===== config.mk =====
export PLATFORM = sky130hd
export DESIGN_NAME = msgr_ctrl
export DESIGN_NICKNAME = d
export VERILOG_FILES = /design/src/rtl/msgr_pkg.sv /design/src/rtl/msgr_ctrl.sv
export SDC_FILE = /design/constraint.sdc
export NUM_CORES = 1
export LEC_CHECK = 0
export BUFFER_PORTS_ARGS = -buffer_cell sky130_fd_sc_hd__buf_2
export CORE_AREA = 3 3 40 42
export DETAILED_ROUTE_END_ITERATION = 6
export DIE_AREA = 0 0 43 45
export PLACE_DENSITY = 0.48
export SYNTH_ARGS = -nofsm -noshare
export SYNTH_HDL_FRONTEND = slang
export SYNTH_SLANG_ARGS = --single-unit

===== constraint.sdc =====
create_clock -name clk -period 1.27 [get_ports clk]
set_input_delay 0.0635 -clock clk [delete_from_list [all_inputs] [get_ports clk]]
set_output_delay 0.0635 -clock clk [all_outputs]
set_load 0.02 [all_outputs]

===== src/rtl/msgr_pkg.sv =====
// Package for the mid/side gain ramp block: handshake structs, state and code
// enums, register map and default constants. No dependencies.
`timescale 1ns / 1ps
`default_nettype none
package msgr_pkg;

  localparam int SAMPLE_BITS_DEF    = 24;
  localparam int GAIN_FRAC_BITS_DEF = 16;
  localparam int STEP_EXTRA         = 16;
  localparam int LEN_W              = 16;
  localparam int KIND_W             = 2;
  localparam int NCH                = 2;
  localparam int CH_MID             = 0;
  localparam int CH_SIDE            = 1;
  localparam int CFG_ADDR_W         = 3;
  localparam int CFG_DATA_W         = 32;
  localparam logic [LEN_W-1:0] FADE_RESET = 16'd220;

  typedef enum logic [KIND_W-1:0] {
    KIND_SAMPLE   = 2'd0,
    KIND_SET_MID  = 2'd1,
    KIND_SET_SIDE = 2'd2
  } kind_t;

  typedef enum logic [0:0] {
    REG_FADE_LENGTH = 1'b0
  } reg_idx_t;

  typedef enum logic [2:0] {
    ST_IDLE,
    ST_ADV,
    ST_MIX,
    ST_OUT,
    ST_DIV_START,
    ST_DIV_WAIT
  } state_t;

  typedef struct packed {
    logic accept;
    logic adv;
    logic mix;
    logic out_load;
    logic div_start;
    logic div_commit;
  } cmd_t;

  typedef struct packed {
    logic div_done;
    logic out_free;
  } sts_t;

endpackage
`default_nettype wire


===== src/rtl/msgr_ctrl.sv =====
// Controller state machine: input handshake and sequencing of the datapath.
// Depends on msgr_pkg.
`timescale 1ns / 1ps
`default_nettype none
module msgr_ctrl (
  input  wire logic                        clk,
  input  wire logic                        rst_n,
  input  wire logic                        in_valid,
  input  wire logic [msgr_pkg::KIND_W-1:0] in_kind,
  output logic                             in_ready,
  input  wire msgr_pkg::sts_t              sts,
  output msgr_pkg::cmd_t                   cmd
);

  msgr_pkg::state_t state_r, state_nxt;

  always_ff @(posedge clk) begin
    if (!rst_n) begin
      state_r <= msgr_pkg::ST_IDLE;
    end else begin
      state_r <= state_nxt;
    end
  end

  always_comb begin
    state_nxt = state_r;
    cmd       = '0;
    in_ready  = 1'b0;
    unique case (state_r)
      msgr_pkg::ST_IDLE: begin
        in_ready = 1'b1;
        if (in_valid) begin
          cmd.accept = 1'b1;
          unique case (in_kind) inside
            msgr_pkg::KIND_SAMPLE: begin
              state_nxt = msgr_pkg::ST_ADV;
            end
            msgr_pkg::KIND_SET_MID, msgr_pkg::KIND_SET_SIDE: begin
              state_nxt = msgr_pkg::ST_DIV_START;
            end
            default: begin
              state_nxt = msgr_pkg::ST_IDLE;
            end
          endcase
        end
      end
      msgr_pkg::ST_ADV: begin
        cmd.adv   = 1'b1;
        state_nxt = msgr_pkg::ST_MIX;
      end
      msgr_pkg::ST_MIX: begin
        cmd.mix   = 1'b1;
        state_nxt = msgr_pkg::ST_OUT;
      end
      msgr_pkg::ST_OUT: begin
        if (sts.out_free) begin
          cmd.out_load = 1'b1;
          state_nxt    = msgr_pkg::ST_IDLE;
        end
      end
      msgr_pkg::ST_DIV_START: begin
        cmd.div_start = 1'b1;
        state_nxt     = msgr_pkg::ST_DIV_WAIT;
      end
      msgr_pkg::ST_DIV_WAIT: begin
        if (sts.div_done) begin
          cmd.div_commit = 1'b1;
          state_nxt      = msgr_pkg::ST_IDLE;
        end
      end
      default: begin
        state_nxt = msgr_pkg::ST_IDLE;
      end
    endcase
  end

endmodule
`default_nettype wire


==> flow_metrics.py <==
metrics = {
    "synth": {
        "synthCells": 36,
        "synth_top_family_by_area": "simple AND/OR/NAND/NOR gates",
        "synth_xor_area_frac": 0,
        "synth_compound_area_frac": 0.216,
        "yosys_warnings": 0,
        "synth_fp_nets": 44,
        "synth-simple-area-share": 0.400,
        "synthAdderAreaFrac": 0.0408,
        "syn_area_per_cell_um2": 8.52,
        "seq_area_frac_synth": 0.196,
        "syn_area_um2": 307,
        "synth_mux_area_frac": 0,
        "synth-seq-cells": 3,
        "yosys.cell_types.count": 24,
    },
    "power_and_ir_drop": {
        "peakVddDrop_mv": 0.346,
        "p_leak_nw": 0.235,
        "p_per_area_nw_per_um2": 1320,
    },
    "finish": {
        "nets": 65,
        "largest_reg_flops": 3,
        "drive_above_1_share": 0.589,
        "max_flop_register": "state_r",
        "area_growth_pct": 50.6,
        "final_common_cell": "buf_2",
        "diodes": 0,
        "final_area_um2": 462,
        "final_cell_mix": "buf_2, buf_4, inv_1",
        "nFillCells": 141,
        "biggestRegsByFlops": "state_r: 3 flops",
    },
    "setup_path": {
        "cp_max_fo": 4,
        "startpoint_type": "flip-flop",
        "crit_type": "flip-flop to output pin",
        "ff2ff_path_depth": 4,
        "r2r_slack_ps": 70,
        "r2r-end": "state_r[2]$_SDFFE_PN0P_",
        "cp.arrival_ps": 1180,
        "worstPathRequired_ps": 1210,
        "rr_startpoint": "state_r[0]$_SDFFE_PN0P_",
        "end_kind": "output pin",
    },
    "floorplanning": {
        "io_pins": 14,
        "core_area_um2": 1280,
        "rows": 13,
        "die_h_um": 45,
        "die-area_um2": 1940,
        "start_util": 0.239,
        "die_x_um": 43,
    },
    "min_path": {
        "min_from": "in_valid",
        "hold_class": "input pin to flip-flop",
        "min_to": "state_r[0]$_SDFFE_PN0P_",
        "holdPathStages": 3,
    },
    "sta": {
        "maxSlewHeadroom": 0.833,
        "min_period_ps": 1250,
        "drv_slew": 0,
        "rsz0062_at_grt": "true",
        "fin_crit_sh": 0.983,
        "setup_viol": 0,
        "setup_ws_ps": 22.2,
        "timing.fmax_mhz": 801,
        "skew_ps": 6.95,
        "worst_pin_slew_ps": 249,
        "hold_viol": 0,
    },
    "routing": {
        "drt-total-wl_um": 732,
        "wl_per_cell_um": 10.3,
        "first_pass_iters": 3,
        "vias": 315,
        "drc": 0,
        "ant_nets": 0,
        "drt_iter0_drc": 3,
        "vias_per_cell": 4.44,
    },
    "clock_tree": {
        "cts_htree_levels": 1,
        "clk_latency_ps": 240,
        "root_buffer": "clkbuf_4",
        "ctsLongestPathBuffers": 2,
        "cts_tree": "built",
        "path_clk_slew_ps": 40,
        "cts.sinks": 3,
        "cts_hold_buf": 0,
        "cts_made_buffers": 3,
    },
    "global_routing": {
        "grt_antenna_before_repair": 0,
        "grtUsageTotal": 0.0900,
        "grt_pass1_vias": 292,
        "grt_max_degree": 11,
        "gr-total-overflow": 0,
        "grt_pass1_wl_um": 1260,
    },
    "placement": {
        "dp_slack_ps": 125,
        "detailed_place_hpwl_um": 548,
        "portBuffers": 13,
        "gp_congestion": 0.719,
        "postPlaceCellArea_um2": 383,
    },
    "outcome": {
        "status": "completed",
    },
    "job": {
        "maxCapViolCount": 0,
    },
}
==> what timing repair did <==
action,4_1_cts,5_1_grt
buffers inserted,0,3
endpoints found under the hold margin,0,0
resized for setup,3,8
endpoints found under the setup margin,2,4
pin swaps,0,2
==> cell usage after synthesis, drive strengths merged <==
master	n	area share
a31oi	1	0.020
buf	3	0.098
dfxtp	3	0.20
nor2	3	0.037
nor4	1	0.020
and4b	1	0.033
and3	1	0.020
o21ai	1	0.029
and2	2	0.041
a21oi	1	0.053
a21o	1	0.024
nor3b	1	0.024
a211oi	1	0.041
or3	1	0.020
nand2	2	0.024
ha	1	0.041
a221oi	1	0.049
nor3	1	0.033
and2b	2	0.057
nand3b	2	0.049
inv	4	0.049
nand2b	2	0.041
==> how the worst max path moves through the flow <==
| stage | startpoint | endpoint | slack [ps] | depth (start not counted) |
|---|---|---|---|---|
| 2_1_floorplan | state_r[1]$_SDFFE_PN0P_ | cmd[5] | 50 | 3 |
| 3_3_place_gp | state_r[1]$_SDFFE_PN0P_ | state_r[2]$_SDFFE_PN0P_ | 170 | 3 |
| 3_5_place_dp | state_r[1]$_SDFFE_PN0P_ | state_r[2]$_SDFFE_PN0P_ | 130 | 3 |
| 4_1_cts | state_r[0]$_SDFFE_PN0P_ | cmd[5] | 3 | 4 |
| 5_1_grt | state_r[0]$_SDFFE_PN0P_ | cmd[5] | -40 | 4 |
| 6_report | state_r[0]$_SDFFE_PN0P_ | cmd[5] | 20 | 4 |
==> worst max-delay path: stages, from the launching register on <==
cell	delay, ps
dfxtp_4	340
buf_6	120
nor3_4	200
and2_4	170
buf_6	100
==> routing by layer <==
layer / part of all wire / global-route usage
met1: 0.47 / 0.116
met2: 0.46 / 0.126
met3: 0.056 / 0.0239
met4: 0.019 / 0.0723
met5: 0 / 0
==> cell families (layout without fill, tap and decap cells) <==
group	Yosys count	after routing
DFF	3	3
and+or+nand+nor	19	19
adders and majority gates	1	1
buffers and inverters	7	27
AOI/OAI and AO/OA	6	6
==> through the flow <==
stage	util	cells	total power [W]	TNS, ps	hold slack (ps)
floorplan	-	36	0.000316	0	210
global placement	0.298	64	0.000374	0	349
detailed placement	0.298	64	0.000374	0	339
CTS	0.325	68	0.000562	0	92.1
global route	0.359	71	0.000659	-45.0	92.5
finish	0.359	71	0.000610	0	85.8
==> cell type report <==
class / instances / area [um2] / share of cell area
clock buffer: 4 / 26.3 / 0.0569
inverter: 4 / 15.0 / 0.0325
multi-input combinational: 26 / 213 / 0.461
sequential: 3 / 68.8 / 0.149
tap: 15 / 18.8 / 0.0407
timing repair buffer: 19 / 120 / 0.260
==> where the power goes <==
| part | switching (W) | internal (W) |
|---|---|---|
| logic | 0.000138 | 0.000152 |
| clock network | 0.0000547 | 0.000118 |
| registers | 0.0000343 | 0.000113 |
| total | 0.000227 | 0.000383 |
No activity file was read; power rests on OpenSTA's default activity.
